File: config.mk
export PLATFORM = sky130hd
export DESIGN_NAME = bounded_ring_deque
export DESIGN_NICKNAME = d
export VERILOG_FILES = /design/src/brd_pkg.sv /design/src/bounded_ring_deque.sv /design/src/brd_ram.sv /design/src/brd_ctrl.sv
export VERILOG_INCLUDE_DIRS = /design/src /design/src/src
export SDC_FILE = /design/constraint.sdc
export NUM_CORES = 1
export LEC_CHECK = 0
export ABC_CLOCK_PERIOD_IN_PS = 6680
export BUFFER_PORTS_ARGS = -buffer_cell sky130_fd_sc_hd__buf_2
export CAP_MARGIN = 20
export CORE_MARGIN = 2
export CORE_UTILIZATION = 55
export DETAILED_ROUTE_END_ITERATION = 16
export PLACE_DENSITY = 0.75
export SLEW_MARGIN = 10
export SYNTH_ARGS = -nofsm -noshare
export SYNTH_HDL_FRONTEND = slang
export SYNTH_SLANG_ARGS = --single-unit
File: constraint.sdc
create_clock -name aclk -period 6.68 [get_ports aclk]
set_clock_uncertainty 0.2 [all_clocks]
set_input_delay 1.67 -clock aclk [delete_from_list [all_inputs] [get_ports aclk]]
set_output_delay 1.67 -clock aclk [all_outputs]
set_load 0.01 [all_outputs]
File: src/assert_macros.svh
// Assertion helpers included by the RTL files that check themselves.
// Each macro samples on aclk and is disabled while aresetn is low.
`ifndef ASSERT_MACROS_SVH
`define ASSERT_MACROS_SVH

// Property that must hold at every sampled clock edge.
`define CHECK_ALWAYS(label, prop, msg) \
    label: assert property (@(posedge aclk) disable iff (!aresetn) (prop)) \
        else $error(msg);

// Property whose consequent must hold in the cycle after the antecedent.
`define CHECK_NEXT(label, ante, cons, msg) \
    label: assert property (@(posedge aclk) disable iff (!aresetn) (ante) |=> (cons)) \
        else $error(msg);

`endif

File: src/brd_pkg.sv
// ----------------------------------------------------------------------------
// brd_pkg
// Request modes, result status codes and the decision struct of the deque.
// ----------------------------------------------------------------------------
`default_nettype none

package brd_pkg;

    localparam int unsigned DATA_W = 64;

    typedef enum logic [1:0] {
        MODE_PUSH_LEFT  = 2'd0,
        MODE_PUSH_RIGHT = 2'd1,
        MODE_POP_LEFT   = 2'd2,
        MODE_POP_RIGHT  = 2'd3
    } mode_t;

    typedef enum logic [1:0] {
        ST_OK    = 2'd0,
        ST_FULL  = 2'd1,
        ST_EMPTY = 2'd2
    } status_t;

    // Outcome of one request, from the pointer logic to the result stage
    typedef struct packed {
        logic    wr_en;
        logic    rd_en;
        status_t status;
        logic    now_empty;
    } decision_t;

endpackage

`default_nettype wire

File: src/bounded_ring_deque.sv
// ----------------------------------------------------------------------------
// bounded_ring_deque
// Double-ended queue of 64-bit words in a power-of-two ring, one result per
// request.
//
//   channel  | direction | fields                          | handshake
//   ---------+-----------+---------------------------------+----------------
//   s_       | in        | s_mode, s_data_in               | s_valid/s_ready
//   m_       | out       | m_status, m_data_out, m_now_empty | m_valid/m_ready
//
// One request per cycle unless the result stalls; each result appears in the
// cycle after its transfer. The pointer update and the single ring access
// happen in the transfer cycle; the ring read port registers the popped word straight into the result stage.
// A new request is taken whenever the result register is empty or drained in
// the same cycle; a stalled result stalls the input.
// Reset (aresetn low, synchronous) empties the deque; the ring is not cleared.
// ----------------------------------------------------------------------------
`default_nettype none

`include "assert_macros.svh"

module bounded_ring_deque #(
    parameter int unsigned DEPTH = 16
) (
    input  wire logic                       aclk,
    input  wire logic                       aresetn,

    input  wire logic                       s_valid,
    output logic                            s_ready,
    input  wire logic [1:0]                 s_mode,
    input  wire logic [brd_pkg::DATA_W-1:0] s_data_in,

    output logic                            m_valid,
    input  wire logic                       m_ready,
    output logic      [1:0]                 m_status,
    output logic      [brd_pkg::DATA_W-1:0] m_data_out,
    output logic                            m_now_empty
);

    localparam int unsigned AW = $clog2(DEPTH);

    logic                       s_fire;
    logic [AW-1:0]              slot_addr;
    brd_pkg::decision_t         dec;
    logic [brd_pkg::DATA_W-1:0] rd_data;

    logic                       m_valid_reg;
    logic                       m_valid_next;
    brd_pkg::status_t           status_reg;
    logic                       now_empty_reg;
    logic                       rd_ok_reg;

    assign s_ready = !m_valid_reg || m_ready;
    assign s_fire  = s_valid && s_ready;

    brd_ctrl #(
        .DEPTH (DEPTH)
    ) u_ctrl (
        .aclk      (aclk),
        .aresetn   (aresetn),
        .req_fire  (s_fire),
        .req_mode  (s_mode),
        .slot_addr (slot_addr),
        .dec       (dec)
    );

    brd_ram #(
        .DEPTH (DEPTH)
    ) u_ram (
        .aclk    (aclk),
        .wr_en   (dec.wr_en),
        .rd_en   (dec.rd_en),
        .addr    (slot_addr),
        .wr_data (s_data_in),
        .rd_data (rd_data)
    );

    assign m_valid_next = s_fire || (m_valid_reg && !m_ready);

    always_ff @(posedge aclk) begin
        if (!aresetn) begin
            m_valid_reg <= 1'b0;
        end else begin
            m_valid_reg <= m_valid_next;
        end
    end

    // Result fields load on each input transfer, hold otherwise
    always_ff @(posedge aclk) begin
        if (s_fire) begin
            status_reg    <= dec.status;
            now_empty_reg <= dec.now_empty;
            rd_ok_reg     <= dec.rd_en;
        end
    end

    assign m_valid     = m_valid_reg;
    assign m_status    = status_reg;
    assign m_data_out  = rd_ok_reg ? rd_data : '0;
    assign m_now_empty = now_empty_reg;

    `CHECK_ALWAYS(a_refused_zero_data,
        !m_valid || (m_status == brd_pkg::ST_OK) || (m_data_out == '0),
        "refused request returned nonzero data")
    `CHECK_ALWAYS(a_empty_pop_flags,
        !m_valid || (m_status != brd_pkg::ST_EMPTY) || m_now_empty,
        "empty pop did not report an empty deque")
    `CHECK_ALWAYS(a_full_push_flags,
        !m_valid || (m_status != brd_pkg::ST_FULL) || !m_now_empty,
        "full push reported an empty deque")
    `CHECK_NEXT(a_fire_gives_result, s_valid && s_ready, m_valid,
        "transfer did not produce a result")

endmodule

`default_nettype wire

File: src/brd_ram.sv
// ----------------------------------------------------------------------------
// brd_ram
// Ring store: one write port, one read port with registered read data.
// ----------------------------------------------------------------------------
`default_nettype none

module brd_ram #(
    parameter int unsigned DEPTH = 16
) (
    input  wire logic                               aclk,
    input  wire logic                               wr_en,
    input  wire logic                               rd_en,
    input  wire logic [$clog2(DEPTH)-1:0]           addr,
    input  wire logic [brd_pkg::DATA_W-1:0]         wr_data,
    output logic      [brd_pkg::DATA_W-1:0]         rd_data
);

    logic [brd_pkg::DATA_W-1:0] mem [DEPTH];
    logic [brd_pkg::DATA_W-1:0] rd_data_reg;

    always_ff @(posedge aclk) begin
        if (wr_en) begin
            mem[addr] <= wr_data;
        end
    end

    // Hold the last popped word until the next pop
    always_ff @(posedge aclk) begin
        if (rd_en) begin
            rd_data_reg <= mem[addr];
        end
    end

    assign rd_data = rd_data_reg;

endmodule

`default_nettype wire

File: src/brd_ctrl.sv
// ----------------------------------------------------------------------------
// brd_ctrl
// End pointers and fill count; decides each request and picks the ring slot.
// ----------------------------------------------------------------------------
`default_nettype none

module brd_ctrl #(
    parameter int unsigned DEPTH = 16
) (
    input  wire logic                         aclk,
    input  wire logic                         aresetn,
    input  wire logic                         req_fire,
    input  wire logic [1:0]                   req_mode,
    output logic      [$clog2(DEPTH)-1:0]     slot_addr,
    output brd_pkg::decision_t                dec
);

    localparam int unsigned AW    = $clog2(DEPTH);
    localparam int unsigned CNT_W = AW + 1;

    logic [AW-1:0]    left_reg,  left_next;
    logic [AW-1:0]    right_reg, right_next;
    logic [CNT_W-1:0] count_reg, count_next;

    logic is_full;
    logic is_empty;

    assign is_full  = (count_reg == CNT_W'(DEPTH - 1));
    assign is_empty = (count_reg == '0);

    always_comb begin
        left_next  = left_reg;
        right_next = right_reg;
        count_next = count_reg;
        slot_addr  = left_reg;
        dec        = '{wr_en: 1'b0, rd_en: 1'b0, status: brd_pkg::ST_OK, now_empty: 1'b0};

        unique case (brd_pkg::mode_t'(req_mode))
            brd_pkg::MODE_PUSH_LEFT: begin
                if (is_full) begin
                    dec.status = brd_pkg::ST_FULL;
                end else begin
                    dec.wr_en  = 1'b1;
                    slot_addr  = left_reg;
                    left_next  = left_reg + AW'(1);
                    count_next = count_reg + CNT_W'(1);
                end
            end
            brd_pkg::MODE_PUSH_RIGHT: begin
                if (is_full) begin
                    dec.status = brd_pkg::ST_FULL;
                end else begin
                    dec.wr_en  = 1'b1;
                    right_next = right_reg - AW'(1);
                    slot_addr  = right_reg - AW'(1);
                    count_next = count_reg + CNT_W'(1);
                end
            end
            brd_pkg::MODE_POP_LEFT: begin
                if (is_empty) begin
                    dec.status = brd_pkg::ST_EMPTY;
                end else begin
                    dec.rd_en  = 1'b1;
                    left_next  = left_reg - AW'(1);
                    slot_addr  = left_reg - AW'(1);
                    count_next = count_reg - CNT_W'(1);
                end
            end
            brd_pkg::MODE_POP_RIGHT: begin
                if (is_empty) begin
                    dec.status = brd_pkg::ST_EMPTY;
                end else begin
                    dec.rd_en  = 1'b1;
                    slot_addr  = right_reg;
                    right_next = right_reg + AW'(1);
                    count_next = count_reg - CNT_W'(1);
                end
            end
            default: begin
                dec.status = brd_pkg::ST_OK;
            end
        endcase

        dec.now_empty = (count_next == '0);

        // Drop the ring access and pointer updates unless the request transfers this cycle
        if (!req_fire) begin
            dec.wr_en  = 1'b0;
            dec.rd_en  = 1'b0;
            left_next  = left_reg;
            right_next = right_reg;
            count_next = count_reg;
        end
    end

    always_ff @(posedge aclk) begin
        if (!aresetn) begin
            left_reg  <= '0;
            right_reg <= '0;
            count_reg <= '0;
        end else begin
            left_reg  <= left_next;
            right_reg <= right_next;
            count_reg <= count_next;
        end
    end

endmodule

`default_nettype wire
* Yosys cells after proc, flatten, opt, wreduce, memory -nomap -nowiden
Memory sizes are Yosys's and may differ from the RTL's. A register that Yosys moved wholly into a read port is not among the register bits. Cells that the tools add are included. W data, S select, Z words.
Storage, ports and cells: register bits 18, bits in latches 0, memory bits (writable) 1024, memory bits (read-only) 0, output and inout bits 69, word-level logic and storage cells 59, memories kept 1
Cells by class: $add $sub $neg 6, multipliers 0, div/mod/pow operators 0, order comparisons 0, equality and inequality tests 7, shifts and indexed selects 0, mux-type cells 23, bitwise logic cells 0, reduce and logical (&&, ||, !) cells 15
Memories:
- u_ram.mem | words 16, width 64, rd ports 1, clocked after Yosys merged registers in 1, write ports 1, line brd_ram.sv:18 | logic [brd_pkg::DATA_W-1:0] mem [DEPTH];
Operators with widths (count):
- $mux W64 | 1
- $mux W4 | 6
- $pmux W4 S2 | 2
- $pmux W4 S4 | 1
- $logic_not A5 Y1 | 2
- $mux W5 | 2
- $pmux W5 S2 | 1
- $add A4 B1 Y4 const B | 2
- $sub A4 B1 Y4 const B | 2
- $mux W1 | 7
- $ne A2 B2 Y1 const B | 3
- $add A5 B1 Y5 const B | 1
- $eq A5 B4 Y1 const B | 1
- $sub A5 B1 Y5 const B | 1
- $eq A2 B2 Y1 const B | 2
- $mux W2 | 2
- $pmux W2 S2 | 1
- $reduce_and A4 Y1 | 1
- $reduce_bool A2 Y1 | 2
- $reduce_or A2 Y1 | 2
- $reduce_and A3 Y1 | 1
- $eq A2 B1 Y1 const B | 1
- $logic_and A1 B1 Y1 | 2
- $logic_not A1 Y1 | 2
- 2 further kinds | 3

* Depth between registers and ports, before layout
Gate-level depths: netlist of run 1.
depth after elaboration 6, mapped depth 13, depth with buffers taken out 9

* Cells and area by module
From an unflattened synthesis of run 1, not the netlist that was laid out.
Unflattened totals: cell total of the unflattened synthesis 1883, area, all modules 42047.8 µm²
By module, submodules not included:
- brd_ram | instances 1, cells each 1648, area an instance 40158.5 µm², seq. area each 32671.3 µm²
- brd_ctrl | instances 1, cells each 156, area an instance 1214.9 µm², seq. area each 260.2 µm²
- bounded_ring_deque | instances 1, cells each 79, area an instance 674.4 µm², seq. area each 140.1 µm²

* Worst setup path before layout of run 1
OpenSTA, ideal clock, no wires.
kind input -> register, start point in s_mode[0], end point mem u_ram.mem[13][0] (netlist name), enable pin, library setup time 0.487 ns, arrival time 6.069 ns, data required time 5.993 ns, slack -0.076 ns, stages 10, cell sequence clkbuf_1 -> clkbuf_1 -> nor2_1 -> o211ai_1 -> and3_1 -> buf_2 -> buf_2 -> clkbuf_1 -> nand3_1 -> nor2_1
On the way: cells in the longest elaborated chain, start to end 6, elaborated cells on any way between the ends 10, classes of those cells 3 x eq/ne; 5 x mux; 2 x reduce/logical
RTL lines:
- from (decl) | line bounded_ring_deque.sv:30 | input wire logic [1:0] s_mode,
- $eq A2 B1 Y1 or $logic_not A2 Y1 (tied branches) | line brd_ctrl.sv:38 | unique case (brd_pkg::mode_t'(req_mode))
- $reduce_or A2 Y1 (no line)
- $mux W1
- $mux W2 | line brd_ctrl.sv:87 | if (!req_fire) begin
- $mux W1 | line brd_ram.sv:22 | if (wr_en) begin
- $mux W1 (implied by the code) | line brd_ram.sv:23 | mem[addr] <= wr_data;
- to (decl) | line brd_ram.sv:18
Parallel ways exist; a longest one is shown, timed or not.

* Worst setup path in the final report of run 1
start point in s_mode[1], end point reg u_ram.rd_data_reg, in the netlist u_ram.rd_data[31] (read register of u_ram.mem), data pin
On the way: cells in the longest elaborated chain, start to end 4, elaborated cells on any way between the ends 8, classes of those cells 3 x eq/ne; 3 x mux; 2 x reduce/logical
RTL lines:
- $eq A2 B2 Y1 | line brd_ctrl.sv:38
- $reduce_or A2 Y1 (no line)
- $mux W1
- $mux W2 | line brd_ctrl.sv:87
- to (decl) | line brd_ram.sv:19 | logic [brd_pkg::DATA_W-1:0] rd_data_reg;
Parallel ways exist; a longest one is shown, timed or not. A chain may end at the register's enable or synchronous reset.

==> results of run 1 <==
## synth_stat cells, types with 3 or more instances
master / count / area (um2)
sky130_fd_sc_hd__a22oi_1: 385 / 2890
sky130_fd_sc_hd__a211oi_1: 5 / 37.5
sky130_fd_sc_hd__buf_6: 9 / 101
sky130_fd_sc_hd__edfxtp_1: 1092 / 32800
sky130_fd_sc_hd__buf_1: 23 / 86.3
sky130_fd_sc_hd__dfxtp_1: 14 / 280
sky130_fd_sc_hd__or3_1: 4 / 25.0
sky130_fd_sc_hd__and2_1: 73 / 457
sky130_fd_sc_hd__nor3_1: 9 / 45.0
sky130_fd_sc_hd__buf_4: 3 / 22.5
sky130_fd_sc_hd__a21boi_0: 4 / 30.0
sky130_fd_sc_hd__buf_2: 53 / 265
sky130_fd_sc_hd__and3_1: 3 / 18.8
sky130_fd_sc_hd__nor2_1: 32 / 120
sky130_fd_sc_hd__o21ai_0: 11 / 55.1
sky130_fd_sc_hd__nand2b_1: 4 / 25.0
sky130_fd_sc_hd__xor2_1: 4 / 35.0
sky130_fd_sc_hd__xnor2_1: 5 / 43.8
sky130_fd_sc_hd__inv_1: 9 / 33.8
sky130_fd_sc_hd__nand3_1: 9 / 45.0
sky130_fd_sc_hd__ha_1: 7 / 87.6
sky130_fd_sc_hd__nand2_1: 596 / 2240
sky130_fd_sc_hd__a21oi_1: 521 / 2610
sky130_fd_sc_hd__clkbuf_1: 126 / 473
## area by class of cell
type / instances / share of cell area
Sequential cell: 1106 / 0.681
Multi-Input combinational cell: 1708 / 0.190
Clock buffer: 137 / 0.0588
Timing Repair Buffer: 195 / 0.0294
Tap cell: 1040 / 0.0268
Clock inverter: 65 / 0.0129
Inverter: 9 / 0.000695
Antenna cell: 10 / 0.000515
## worst max-delay path, stage by stage
cell and delay, ns:
sky130_fd_sc_hd__buf_2 0.30, sky130_fd_sc_hd__inv_1 0.20, sky130_fd_sc_hd__o221ai_1 0.38, sky130_fd_sc_hd__and3_4 0.30
sky130_fd_sc_hd__buf_4 0.56, sky130_fd_sc_hd__buf_12 0.62, sky130_fd_sc_hd__nand2_1 0.18, sky130_fd_sc_hd__a22oi_1 0.26
sky130_fd_sc_hd__a22oi_1 0.14, sky130_fd_sc_hd__nand2_1 0.09
## routing by layer
metal | routed length (um) | track usage | up-vias | share of wire
li1 | - | - | 11800 | -
met1 | 40400 | 0.342 | 13700 | 0.37
met2 | 54100 | 0.441 | 1599 | 0.50
met3 | 10100 | 0.0430 | 269 | 0.093
met4 | 3730 | 0.117 | 10 | 0.034
met5 | 66 | 0 | - | 0.00061
## path summary, 6_finish.rpt
check / end / cells after the start
setup / recovery: u_ram.rd_data[31] / 10
hold / removal: u_ctrl.right_reg[3] / 2
setup reg to reg: u_ram.rd_data[31] / 11
hold reg to reg: u_ctrl.right_reg[3] / 2
## kinds of logic (layout without fill, tap and decap cells)
| kind of cell | after synthesis | count (layout) | synth area share |
|---|---|---|---|
| buffers and inverters | 223 | 406 | 0.0228 |
| adder cells (fa/ha/maj) | 7 | 7 | 0.00203 |
| XOR/XNOR | 9 | 9 | 0.00183 |
| multiplexers | 1 | 1 | 0.000232 |
| AO/OA/AOI/OAI | 941 | 941 | 0.133 |
| other | 0 | 10 | 0 |
| AND/OR/NAND/NOR | 750 | 750 | 0.0731 |
| flip-flops | 1106 | 1106 | 0.767 |
## power groups by stage
stage	clock network, W	logic [W]	registers (W)
after floorplan	0	0.00192	0.00809
after global placement	0	0.00266	0.00809
after detailed placement	0	0.00277	0.00810
after CTS	0.00601	0.00281	0.00796
after global routing	0.00629	0.00309	0.00797
final	0.00595	0.00285	0.00796
## per-stage QoR
stage	cells	area, um2	utilization	hold WS [ns]
3_5_place_dp	4057	45000	0.580	0.320
5_1_grt	4268	48600	0.626	0.379
6_report	4270	48600	0.626	0.328
2_1_floorplan	3037	43100	-	0.289
4_1_cts	4259	48500	0.625	0.330
3_3_place_gp	4057	45000	0.580	0.304
==> results.md, run 1 <==
* Total internal power at 0.0122 W
* Global route overflow at 0
* Worst rel slew slack at 0.168
* WS Path Type: input port to register
* Total of hold buffers inserted after clock tree synthesis at 0
* Class of the tightest hold or removal check: register to register
* Placer's final routability congestion estimate at 0.810
* Clock slew at reported path FFs at 0.06 ns
* Area used by multi-input combinational logic at a little over 9000 um2
* Standard cell core area at 77600 um2
* Buffer cell driving the clock tree root: sky130_fd_sc_hd__clkbuf_16
* Layout-stage area growth over the synthesis result at 12.6%
* YS warnings at 0
* Overall power after layout at 0.0168 W
* Detailed-routing iteration count for the pre-antenna-repair pass at 8
* Sum of negative setup slack at 0 ns
* Final period utilization at 0.684
* Worst setup slack before clock tree synthesis at 1.54 ns
* Number of maximum-capacitance constraint violations at 0
* R2R Path Start: u_ctrl.count_reg[0]
* Post-cts gate resize count at 0
* Top flip-flop cell by instance count after synthesis: sky130_fd_sc_hd__edfxtp_1
* Vias in the first global route at 27500
* TritonCTS sink count at 1106
* Fraction of power consumed by sequential logic at 0.475
* RSZ-0062 raised after global routing: no
* Initial core utilization at 0.556
* Final Hold Vio Count at 0
* Net count after synthesis at ~3100
* Arrival time reported for the critical path endpoint at approximately 4.9 ns
* Summed instance area of the synthesized netlist at 43100 um2
* Maximum vdd ir drop at approximately 0.22 mV
* R2R Setup Slk at roughly 2.5 ns
* Req. time, crit path at 7.03 ns
* Most common library cell in the layout ignoring fill and taps: sky130_fd_sc_hd__edfxtp_1
* Register area at ~33000 um2
* Overall track demand over capacity in global routing at 0.264
* Share of cells above drive strength 1 at 0.116
* Async SR Flop Fraction at 0
* Share of total power consumed by net switching at 0.272
* Maximum fanout along the worst path at 186
* Total vias in the final route at ~27000
* DP HPWL at 51900 um
* Clock buffer count from CTS at approximately 110
* Actual transition at the worst max-transition pin at 1.25 ns
* # Post-CTS Setup Buffers at 0
* Clock network fraction of design power at 0.355
* Register area share after synthesis at 0.767
* Htree depth at 3
* Leak pwr at around 17 nW
* Power density over cell area at 345 nW/um2
* Final setup margin at 2.11 ns
* FP Rows at 102
* Max Fclk at 0.219 GHz
* Post-route DRC violation count at 0
* Distinct cell type count after synthesis at 48
* Setup violation total in the final timing report at 0
* Final antenna-violating net count at 0
* Count of state elements after synthesis at 1106
* Mapped Avg Cell Area at 14.2 um2
* Wire length of the first global-routing pass at ~160000 um
* Die area at 80700 um2
* Clock Tree Buf Depth at 3
* Clock tree from TritonCTS: built
* Total number of nets in the final design at ~3200
* Outcome: finished, final reports clean
* CP startpoint: s_mode[1]
* Flip-flop count of the largest register, all copies and words added at 1024
* Total net switching power at 0.00456 W
* Total count of max-transition violations in the final report at 0
* Combinational group share of total power at 0.170
* Initial DRC count at 3869
* Antenna violations before repair at 15
* Die width at 284 um
* Largest net degree at the start of global routing at approximately 230
* Total detailed-routing wirelength at 108000 um
* Routed wirelength normalized by instance count at 25.4 um
* Category of the worst setup path capture point: register
* Die outline height at 284 um
* Port buffer count at 138
* Post-Synthesis Cells at 3037
* Via-per-instance ratio at 6.39
* Commonest non-fill, non-tap cells in the layout: 1092 x sky130_fd_sc_hd__edfxtp_1, 596 x sky130_fd_sc_hd__nand2_1, 521 x sky130_fd_sc_hd__a21oi_1, 385 x sky130_fd_sc_hd__a22oi_1, 138 x sky130_fd_sc_hd__buf_2
* Element type at the critical path start: input port
* Top-level port count at roughly 140
* Number of fillers in the final layout at roughly 5500
* Clock latency at the later pin of the worst-skew pair at approximately 0.69 ns
* Final min period at 4.57 ns
* Number of flops mapped to enable cells by yosys at 1092
* Startpoint of the worst hold path: u_ctrl.right_reg[3]
Note: power is estimated with default switching activity, not from simulation.
==> run 2: changes to the inputs <==
- ABC_CLOCK_PERIOD_IN_PS: 6680 -> 4100
- clock period: 6.68 -> 4.1 ns (I/O delays scaled with it)
==> run 2 against run 1 <==
Effect of this change:
- total power is 62% higher
- clock power is 58% higher
- hold slack better by 0.019 ns
- register-to-register slack worse by 2.2 ns
- cell count is 0.66% higher
- via count hardly changed
- utilization is 0.67 points higher
- critical path type is now register to register
- critical endpoint is now u_ram.rd_data[22]
==> results.md, run 2 (same netlist as run 1, synthesis figures left out) <==
* Die area at 80700 um2 (unchanged)
* Top-level port count at 139 (unchanged)
* Setup violation total in the final timing report at 0 (unchanged)
* Clock latency at the later pin of the worst-skew pair at 0.68 ns (was 0.69 ns)
* Leak pwr at 17.0 nW (was 16.8 nW)
* Htree depth at 3 (unchanged)
* Port buffer count at 138 (unchanged)
* Clock slew at reported path FFs at 0.06 ns (about the same)
* Clock Tree Buf Depth at 3 (unchanged)
* Detailed-routing iteration count for the pre-antenna-repair pass at 6 (was 8)
* Clock buffer count from CTS at 106 (was 108)
* Standard cell core area at 77600 um2 (unchanged)
* Final min period at 3.83 ns
* FP Rows at 102 (unchanged)
* Category of the worst setup path capture point: register (unchanged)
* # Post-CTS Setup Buffers at 0 (unchanged)
* Initial DRC count at 3415 (was 3869)
* Actual transition at the worst max-transition pin at 1.01 ns (was 1.25 ns)
* Initial core utilization at 0.556 (unchanged)
* RSZ-0062 raised after global routing: no (unchanged)
* Sum of negative setup slack at 0 ns (unchanged)
* Element type at the critical path start: register (was input port)
* DP Area at 45700 um2 (was 45000 um2)
* Final period utilization at 0.934
* DP HPWL at 54700 um (was 51900 um)
* Number of maximum-capacitance constraint violations at 0 (unchanged)
* Final core occ at 0.633 (was 0.626)
* Req. time, crit path at 4.43 ns (was 7.03 ns)
* Worst rel slew slack at 0.329 (was 0.168)
* TritonCTS sink count at 1106 (unchanged)
* Maximum fanout along the worst path at 143 (was 186)
* Global route overflow at 0 (unchanged)
* Number of fillers in the final layout at 5422 (was 5502)
* Largest net degree at the start of global routing at 144 (was 231)
* Final Hold Vio Count at 0 (unchanged)
* Most common library cell in the layout ignoring fill and taps: sky130_fd_sc_hd__edfxtp_1 (unchanged)
* Layout-stage area growth over the synthesis result at 13.9% (was 12.6%)
* Arrival time reported for the critical path endpoint at 4.16 ns (was 4.92 ns)
* Share of cells above drive strength 1 at 0.126 (was 0.116)
* Die outline height at 284 um (unchanged)
* Post-route DRC violation count at 0 (unchanged)
* Vias in the first global route at 27200 (was 27500)
* Final standard cell area without fillers at 49100 um2 (was 48600 um2)
* Total number of nets in the final design at 3238 (was 3205)
* Total of hold buffers inserted after clock tree synthesis at 0 (unchanged)
* Commonest non-fill, non-tap cells in the layout: 1092 x sky130_fd_sc_hd__edfxtp_1, 594 x sky130_fd_sc_hd__nand2_1, 521 x sky130_fd_sc_hd__a21oi_1, 385 x sky130_fd_sc_hd__a22oi_1, 138 x sky130_fd_sc_hd__buf_2 (was 1092 x sky130_fd_sc_hd__edfxtp_1, 596 x sky130_fd_sc_hd__nand2_1, 521 x sky130_fd_sc_hd__a21oi_1, 385 x sky130_fd_sc_hd__a22oi_1, 138 x sky130_fd_sc_hd__buf_2)
* Cell count after placement at 4093 (was 4057)
* Overall track demand over capacity in global routing at 0.257 (was 0.264)
* Outcome: finished, final reports clean (unchanged)
* Depth of the worst register-to-register path at 10 (was 11)
* Total vias in the final route at 27300 (about the same)
* Total detailed-routing wirelength at 106000 um (was 108000 um)
* Flip-flop count of the largest register, all copies and words added at 1024 (unchanged)
* Antenna violations before repair at 12 (was 15)
* Final antenna-violating net count at 0 (unchanged)
* Wire length of the first global-routing pass at 159000 um (was 162000 um)
* Final setup margin at 0.272 ns (was 2.11 ns)
* Worst hold stages at 2 (unchanged)
* Power density over cell area at 554 nW/um2 (was 345 nW/um2)
* Layout Cells excl Fill at 4298 (was 4270)
* Worst setup slack before clock tree synthesis at 0.190 ns (was 1.54 ns)
* WS Path Type: register to register (was input port to register)
* Buffer cell driving the clock tree root: sky130_fd_sc_hd__clkbuf_16 (unchanged)
* Clock tree from TritonCTS: built (unchanged)
* Total count of max-transition violations in the final report at 0 (unchanged)
* Post-cts gate resize count at 0 (unchanged)
* Maximum vdd ir drop at 0.338 mV (was 0.222 mV)
* Die width at 284 um (unchanged)
* Class of the tightest hold or removal check: register to register (unchanged)
* Max Fclk at around 0.26 GHz
* Placer's final routability congestion estimate at 0.833 (was 0.810)
* Routed wirelength normalized by instance count at 24.5 um (was 25.4 um)
* Via-per-instance ratio at 6.35 (was 6.39)
[run 2: cell count changes in the layout (fill, tap and decap cells not counted), sizes merged]
| cell | delta |
|---|---|
| inv | +3 |
| bufinv | -1 |
| clkinv | -6 |
| buf | +35 |
| diode | +3 |
| clkbuf | -6 |
[run 2: worst paths after layout]
check	startpoint	to	slack, ns
worst min-delay path	m_valid	m_valid	0.35
worst max-delay path	u_ctrl.count_reg[1]	u_ram.rd_data[22]	0.27
worst max register to register	u_ctrl.count_reg[1]	u_ram.rd_data[22]	0.27
worst min register to register	m_valid	m_valid	0.35
[run 2: metal layers]
layer,vias to the layer above,GRT usage,wire [um]
met5,-,0,27
met4,4,0.112,3870
met3,262,0.0418,9660
met2,1601,0.432,52500
met1,13600,0.334,39400
li1,11800,-,-
[run 2: worst max-delay path: stages (launching register included)]
cell and delay [ns]:
sky130_fd_sc_hd__dfxtp_1 0.36, sky130_fd_sc_hd__inv_1 0.16, sky130_fd_sc_hd__ha_1 0.19, sky130_fd_sc_hd__or4b_1 0.61
sky130_fd_sc_hd__a211oi_1 0.53, sky130_fd_sc_hd__or4_4 0.33, sky130_fd_sc_hd__buf_12 0.55, sky130_fd_sc_hd__a21oi_1 0.13
sky130_fd_sc_hd__a22oi_1 0.27, sky130_fd_sc_hd__a22oi_1 0.13, sky130_fd_sc_hd__nand2_1 0.10
[run 2: area by class of cell]
| type | count | area [um2] | share of cell area |
|---|---|---|---|
| Clock buffer | 131 | 2750 | 0.0559 |
| Multi-Input combinational cell | 1708 | 9270 | 0.189 |
| Clock inverter | 61 | 596 | 0.0121 |
| Sequential cell | 1106 | 33100 | 0.674 |
| Timing Repair Buffer | 230 | 2040 | 0.0416 |
| Tap cell | 1040 | 1300 | 0.0265 |
| Antenna cell | 13 | 32.5 | 0.000663 |
| Inverter | 9 | 33.8 | 0.000688 |
[run 2: report_power, final]
group,internal (W),switching [W]
Clock,0.00533,0.00406
Sequential,0.0129,0.000110
Combinational,0.00161,0.00325
[run 2: per-stage QoR]
step	total power, W	hold WS [ns]
after global routing	0.0282	0.389
final	0.0272	0.347
after global placement	0.0178	0.310
after CTS	0.0272	0.354
after floorplan	0.0163	0.289
after detailed placement	0.0180	0.343
